`config.mk`:
```
export PLATFORM = sky130hd
export DESIGN_NAME = binary_to_packed_bcd_unit
export DESIGN_NICKNAME = d
export VERILOG_FILES = /design/src/hw/rtl/bpbcd_pkg.sv /design/src/hw/rtl/bpbcd_ctrl.sv /design/src/hw/rtl/bpbcd_datapath.sv /design/src/hw/rtl/binary_to_packed_bcd_unit.sv
export SDC_FILE = /design/constraint.sdc
export NUM_CORES = 1
export LEC_CHECK = 0
export ABC_AREA = 1
export BUFFER_PORTS_ARGS = -buffer_cell sky130_fd_sc_hd__clkbuf_2
export CORE_ASPECT_RATIO = 1.75
export CORE_UTILIZATION = 35
export CTS_CLUSTER_DIAMETER = 100
export DETAILED_ROUTE_END_ITERATION = 12
export HOLD_SLACK_MARGIN = 0.12
export RECOVER_POWER = 50
export SKIP_LAST_GASP = 1
export SYNTH_ARGS = -nofsm -noshare
export SYNTH_HDL_FRONTEND = slang
export SYNTH_SLANG_ARGS = --single-unit
export TNS_END_PERCENT = 20
```
`constraint.sdc`:
```
create_clock -name clk -period 3 [get_ports clk]
set_input_delay 0.6 -clock clk [delete_from_list [all_inputs] [get_ports clk]]
set_output_delay 0.6 -clock clk [all_outputs]
set_load 0.05 [all_outputs]
```
`src/hw/rtl/bpbcd_pkg.sv`:
```
// Shared constants, types and a helper function for the packed BCD converter.
package bpbcd_pkg;

  localparam int VALUE_W            = 64;
  localparam int COUNT_W            = 5;
  localparam int BYTE_W             = 8;
  localparam int INDEX_W            = 4;
  localparam int DIGIT_W            = 4;
  localparam int BCD_DIGITS         = 20;
  localparam int BCD_W              = BCD_DIGITS * DIGIT_W;
  localparam int BIT_CNT_W          = $clog2(VALUE_W);
  localparam int DEFAULT_MAX_DIGITS = 20;

  typedef enum logic [2:0] {
    ST_IDLE  = 3'b001,
    ST_SHIFT = 3'b010,
    ST_EMIT  = 3'b100
  } state_t;

  typedef struct packed {
    logic load;
    logic shift;
    logic emit;
  } cmd_t;

  typedef struct packed {
    logic final_byte;
  } status_t;

  // Double dabble correction for one digit.
  function automatic logic [DIGIT_W-1:0] dabble_digit(input logic [DIGIT_W-1:0] d);
    dabble_digit = (d >= DIGIT_W'(5)) ? d + DIGIT_W'(3) : d;
  endfunction

endpackage

```
`src/hw/rtl/bpbcd_ctrl.sv`:
```
// Sequencing state machine: load, 64 shift steps, then one byte per cycle.
module bpbcd_ctrl (
  input  logic             clk,
  input  logic             rst,
  input  logic             start,
  input  bpbcd_pkg::status_t status,
  output bpbcd_pkg::cmd_t  cmd,
  output logic             busy
);

  bpbcd_pkg::state_t state, state_next;
  logic [bpbcd_pkg::BIT_CNT_W-1:0] bit_cnt, bit_cnt_next;

  always_comb begin
    state_next   = state;
    bit_cnt_next = bit_cnt;
    cmd          = '0;
    unique case (state)
      bpbcd_pkg::ST_IDLE: begin
        if (start) begin
          cmd.load     = 1'b1;
          bit_cnt_next = '0;
          state_next   = bpbcd_pkg::ST_SHIFT;
        end
      end
      bpbcd_pkg::ST_SHIFT: begin
        cmd.shift    = 1'b1;
        bit_cnt_next = bit_cnt + 1'b1;
        if (bit_cnt == bpbcd_pkg::BIT_CNT_W'(bpbcd_pkg::VALUE_W - 1)) begin
          state_next = bpbcd_pkg::ST_EMIT;
        end
      end
      bpbcd_pkg::ST_EMIT: begin
        cmd.emit = 1'b1;
        if (status.final_byte) begin
          state_next = bpbcd_pkg::ST_IDLE;
        end
      end
      default: begin
        state_next = bpbcd_pkg::ST_IDLE;
      end
    endcase
  end

  always_ff @(posedge clk) begin
    if (rst) begin
      state   <= bpbcd_pkg::ST_IDLE;
      bit_cnt <= '0;
    end else begin
      state   <= state_next;
      bit_cnt <= bit_cnt_next;
    end
  end

  assign busy = (state != bpbcd_pkg::ST_IDLE);

endmodule

```
`src/hw/rtl/bpbcd_datapath.sv`:
```
// Binary shift register, BCD digit register, byte slicer and output registers.
module bpbcd_datapath #(
  parameter int MAX_DIGITS = bpbcd_pkg::DEFAULT_MAX_DIGITS
) (
  input  logic                                clk,
  input  logic                                rst,
  input  bpbcd_pkg::cmd_t                     cmd,
  input  logic [bpbcd_pkg::VALUE_W-1:0]       value,
  input  logic [bpbcd_pkg::COUNT_W-1:0]       digit_count,
  output bpbcd_pkg::status_t                  status,
  output logic                                strobe,
  output logic [bpbcd_pkg::BYTE_W-1:0]        bcd_byte,
  output logic [bpbcd_pkg::INDEX_W-1:0]       byte_index,
  output logic                                last,
  output logic                                truncated
);

  localparam int DW = bpbcd_pkg::DIGIT_W;

  logic [bpbcd_pkg::VALUE_W-1:0] bin;
  logic [bpbcd_pkg::BCD_W-1:0]   bcd, bcd_adj;
  logic [bpbcd_pkg::COUNT_W-1:0] num_digits, count_clamped;
  logic [bpbcd_pkg::INDEX_W-1:0] byte_idx, num_bytes;
  logic                          has_hi, trunc_now;
  logic [DW-1:0]                 hi_digit;

  always_comb begin
    if (digit_count == '0) begin
      count_clamped = bpbcd_pkg::COUNT_W'(1);
    end else if (digit_count > bpbcd_pkg::COUNT_W'(MAX_DIGITS)) begin
      count_clamped = bpbcd_pkg::COUNT_W'(MAX_DIGITS);
    end else begin
      count_clamped = digit_count;
    end
  end

  always_comb begin
    for (int i = 0; i < bpbcd_pkg::BCD_DIGITS; i++) begin
      bcd_adj[i*DW +: DW] = bpbcd_pkg::dabble_digit(bcd[i*DW +: DW]);
    end
  end

  assign num_bytes         = bpbcd_pkg::INDEX_W'((num_digits + 1'b1) >> 1);
  assign status.final_byte = (byte_idx == num_bytes - 1'b1);
  assign has_hi            = ({1'b0, byte_idx} << 1) + 1'b1 < num_digits;
  assign hi_digit          = has_hi ? bcd[2*DW-1:DW] : '0;
  assign trunc_now         = has_hi ? (bcd[bpbcd_pkg::BCD_W-1:2*DW] != '0)
                                    : (bcd[bpbcd_pkg::BCD_W-1:DW] != '0);

  always_ff @(posedge clk) begin
    if (cmd.load) begin
      bin        <= value;
      bcd        <= '0;
      num_digits <= count_clamped;
      byte_idx   <= '0;
    end else if (cmd.shift) begin
      bin <= bin << 1;
      bcd <= {bcd_adj[bpbcd_pkg::BCD_W-2:0], bin[bpbcd_pkg::VALUE_W-1]};
    end else if (cmd.emit) begin
      bcd      <= bcd >> (2*DW);
      byte_idx <= byte_idx + 1'b1;
    end
  end

  // Output registers: payload follows the strobe by construction.
  always_ff @(posedge clk) begin
    if (cmd.emit) begin
      bcd_byte   <= {hi_digit, bcd[DW-1:0]};
      byte_index <= byte_idx;
      last       <= status.final_byte;
      truncated  <= status.final_byte & trunc_now;
    end
  end

  always_ff @(posedge clk) begin
    if (rst) begin
      strobe <= 1'b0;
    end else begin
      strobe <= cmd.emit;
    end
  end

endmodule

```
`src/hw/rtl/binary_to_packed_bcd_unit.sv`:
```
// Top level of the 64-bit binary to packed BCD converter.
// Sequence: load the operand, run double dabble bit by bit, then emit one byte per cycle;
// a run carries ceil(n/2) bytes for n digits, low pair first.
// A new transaction is taken only after the final byte of the previous run has gone out.
// Reset (rst, synchronous): return to idle, drop any conversion, clear strobe.
// Results are strobed for one cycle each; the receiver cannot stall them.
module binary_to_packed_bcd_unit #(
  parameter int MAX_DIGITS = bpbcd_pkg::DEFAULT_MAX_DIGITS
) (
  input  logic                          clk,
  input  logic                          rst,
  input  logic                          start,
  output logic                          busy,
  input  logic [bpbcd_pkg::VALUE_W-1:0] value,
  input  logic [bpbcd_pkg::COUNT_W-1:0] digit_count,
  output logic                          strobe,
  output logic [bpbcd_pkg::BYTE_W-1:0]  bcd_byte,
  output logic [bpbcd_pkg::INDEX_W-1:0] byte_index,
  output logic                          last,
  output logic                          truncated
);

  // Command and status between the sequencer and the datapath.
  bpbcd_pkg::cmd_t    cmd;
  bpbcd_pkg::status_t status;

  // Sequencer: accept a transaction when idle, advance through the shift
  // steps, then hold in the emit state until the final byte goes out.
  bpbcd_ctrl u_ctrl (
    .clk    (clk),
    .rst    (rst),
    .start  (start),
    .status (status),
    .cmd    (cmd),
    .busy   (busy)
  );

  // Datapath: capture the operand, run double dabble one bit per cycle,
  // then slice the digit register into packed bytes, low pair first.
  bpbcd_datapath #(
    .MAX_DIGITS (MAX_DIGITS)
  ) u_dp (
    .clk         (clk),
    .rst         (rst),
    .cmd         (cmd),
    .value       (value),
    .digit_count (digit_count),
    .status      (status),
    .strobe      (strobe),
    .bcd_byte    (bcd_byte),
    .byte_index  (byte_index),
    .last        (last),
    .truncated   (truncated)
  );

  // A byte only goes out while a conversion is in progress.
  a_strobe_in_run: assert property (@(posedge clk) disable iff (rst)
    strobe |-> $past(busy))
    else $error("result strobe outside a conversion");

  // Accepting a transaction makes the block busy on the next cycle.
  a_accept_busy: assert property (@(posedge clk) disable iff (rst)
    (start && !busy) |=> busy)
    else $error("accepted transaction did not start a conversion");

  // Bytes of one run come out back to back until the final one.
  a_run_contiguous: assert property (@(posedge clk) disable iff (rst)
    (strobe && !last) |=> strobe)
    else $error("gap inside a byte run");

  // Truncation is only flagged on the final byte.
  a_trunc_last: assert property (@(posedge clk) disable iff (rst)
    (strobe && truncated) |-> last)
    else $error("truncation flagged before the final byte");

  // Byte index advances by one within a run.
  a_index_step: assert property (@(posedge clk) disable iff (rst)
    (strobe && !last) |=> (byte_index == $past(byte_index) + 1'b1))
    else $error("byte index did not advance");

endmodule

```
==> summary.md <==
| Metric | Value |
|---|---|
| GRT Residual Overflow | `0` |
| Seq/Total Area, Yosys | `45.27%` |
| Yosys warns | `0` |
| RSZ-0062 raised after global routing | `false` |
| Final hold vios | `0` |
| Final non-filler cell total | `between 1500 and 2000` |
| Max-slew headroom | `8.921%` |
| Max Cap Viol | `0` |
| Initial antenna violation count | `0` |
| Least-Margin Pin Slew | `1366 ps` |
| Worst setup SP type | `register` |
| Area leader, netlist | `edfxtp_1` |
| Peak supply drop | `0.4537 mV` |
| Maximum fanout along the worst path | `28` |
| Synthesized area per cell | `7.999 µm²` |
| Status | `finished clean` |
| Die Height | `221.8 µm` |
| Clk sinks | `177` |
| Worst EP required | `3210 ps` |
| Post-Syn Area | `between 0.009 and 0.01 mm²` |
| Row count | `80` |
| Switching Share | `around 28%` |
| Syn-to-layout area delta | `13.14%` |
| Final Slew Violations | `0` |
| CTS max path bufs | `2` |
| CTS Hold Bufs | `0` |
| Min cycle time layout | `2376 ps` |
| Fin nets | `1412` |
| # diodes | `0` |
| Critical Path AT | `between 2000 and 3000 ps` |
| DRT iter0 DRCs | `385` |
| Worst setup path class | `reg2reg` |
| Gate power share | `15.3%` |
| Post-Route WL | `23930 µm` |
| Htree depth | `4` |
| Total CTS buffers | `17` |
| Synth top area share | `25.79%` |
| Placed Cells | `1625` |
| Die area | `0.02830 mm²` |
| DRT Pass-1 Iters | `5` |
| Final Cell Area | `0.01093 mm²` |
| Vias in the first global route | `8227` |
| # DRC | `0` |
| Asr flop ratio synth | `0%` |
| Critical R2R Capture | `u_dp.bin[52]` |
| Cts repair resizes | `0` |
| Via count | `8208` |
| Static leakage | `4.549 nW` |
| Post-synth top flop | `dfxtp_1` |
| Routability cong. | `approximately 0.82` |
| Period utilization | `79.21%` |
| Post-Place Setup Slack | `850.5 ps` |
| Net Count, Synth | `1345` |
| Largest net degree at the start of global routing | `69` |
| Starting Density | `a little over a third` |
| Core box area | `0.02723 mm²` |
| Synthesized instance count | `1208` |
| Clock network fraction of design power | `36.0%` |
| Die W | `127.6 µm` |
| Sw Pwr | `0.001687 W` |
| Launch point of the worst reg-to-reg path | `u_ctrl.state[1]` |
| Gr usage total | `17.72%` |
| DRT antenna net count | `0` |
| # Post-CTS Setup Buffers | `0` |
| Clk root buf | `clkbuf_16` |
| Flop pwr share | `48.7%` |
| Worst Setup EP | `u_dp.bin[52]` |
| Worst reg2reg path depth | `7` |
| Via/cell ratio | `4.954` |
| Worst setup margin | `623.7 ps` |
| Post-synth EDFFs | `83` |
| Dominant cells by area after synthesis | `edfxtp_1, dfxtp_1, nand2_1` |
| First-pass GRT wire length | `39300 µm` |
| Setup TNS | `0 ps` |
| FF+latch count, synth | `roughly 180` |
| CTS clk-pin slew, worst paths | `70 ps` |
| Final hold slack | `a little over 400 ps` |
| Hold/Removal Path Class | `in2reg` |
| CTS tree | `built` |
| R2R setup slack | `620 ps` |
| I/O Pins | `slightly below 90` |
| Clk_skew | `about 7.4 ps` |
| Port-buffer cells | `87` |
| Setup violations, final | `0` |
| Clock latency on the worst-skew pair | `450 ps` |
| Post-DP Area | `0.01044 mm²` |
| DR WL/cell | `between 10 and 15 µm` |
| Share of layout cells above drive strength 1 | `9.317%` |
| Power Internal | `0.004266 W` |
| Synth cell types | `36` |
| PwrDens | `about 540 mW/mm²` |
| Dpl hpwl | `16940 µm` |
| Max Clk Rate | `420.8 MHz` |
| CP Launch Point | `u_ctrl.state[1]` |
| Critical Path End Type | `register` |
cells in the mapped netlist, drive strengths merged, types with 2 or more instances:
master,number
a21oi,84
o21ai,114
edfxtp,83
nand2,358
nor3,4
buf,38
inv,139
or2,2
dfxtp,94
xor2,23
nand3,46
nor4,3
clkbuf,13
o22ai,2
o221ai,12
a221oi,10
nand4,15
a31oi,38
xnor2,2
o211ai,6
nor2,53
ha,65
sequential cells by signal, indices dropped and copies added (netlist names):
register and flops:
u_dp.truncated 1, u_dp.byte_index 4, u_dp.last 1, u_dp.bcd 80, u_ctrl.bit_cnt 6, u_ctrl.state 3
u_dp.byte_idx 4, u_dp.num_digits 5, u_dp.bin 64, u_dp.bcd_byte 8, u_dp.strobe 1
layout make-up:
type	count	area (µm²)
fill	2890	16290
inverter	139	523.0
sequential	177	4374
tap	369	461.7
clock buffer	19	442.9
timing repair buffer	99	545.5
clock inverter	13	115.1
multi-input combinational	841	4471
routing by layer:
metal / track usage, % / share of wire [%]
met5: 0 / 0
met4: 10.25 / 3.8
met3: 3.258 / 3.0
met2: 33.14 / 54
met1: 18.05 / 39
cell usage in the layout (no fill, tap or decap), types with 19 or more instances in the layout:
cell / count
nand3_1: 46
nor2_1: 53
edfxtp_1: 83
a21oi_1: 84
ha_1: 65
o21ai_0: 111
nand2_1: 357
inv_1: 132
dfxtp_1: 94
clkbuf_1: 19
clkbuf_2: 72
xor2_1: 23
a31oi_1: 38
power by group through the flow:
stage / clock [W] / combinational (W) / sequential, W
CTS: 0.00219 / 0.000936 / 0.00290
finish: 0.00214 / 0.000911 / 0.00290
global route: 0.00227 / 0.00104 / 0.00292
floorplan: 0 / 0.000650 / 0.00293
detailed placement: 0 / 0.000934 / 0.00295
global placement: 0 / 0.000918 / 0.00295
worst min path at each step:
stage,cells past startpoint,endpoint,startpoint,slack [ps]
6_report,3,u_dp.bin[38],value[38],410
5_1_grt,1,u_dp.num_digits[4],digit_count[4],390
4_1_cts,1,u_dp.num_digits[4],digit_count[4],340
3_5_place_dp,0,u_dp.bcd_byte[3],u_dp.bcd[3],450
3_3_place_gp,0,u_dp.bcd_byte[3],u_dp.bcd[3],450
2_1_floorplan,0,u_dp.bcd_byte[3],u_dp.bcd[3],430
worst max-delay path, cell delays in order (launching register included):
cell	delay, ps
dfxtp_1	330
inv_1	70
nand4_1	160
buf_4	320
clkinvlp_2	580
clkbuf_2	460
nand2_1	140
nand2_1	50
cells by family after synthesis:
group           share of synthesized area, %
mux                                   0.1036
fa+ha+maj                              8.416
flops                                  45.27
xor+xnor                               2.266
compound gates                         15.53
buf+inv                                8.183
simple gates                           20.24
stage by stage:
step                total power, W  util [%]
floorplan                 0.003579         -
global placement          0.003868     38.34
detailed placement        0.003887     38.34
CTS                       0.006029     40.39
global route              0.006236     40.16
finish                    0.005953     40.16
Power figures use the tool's default switching activity.
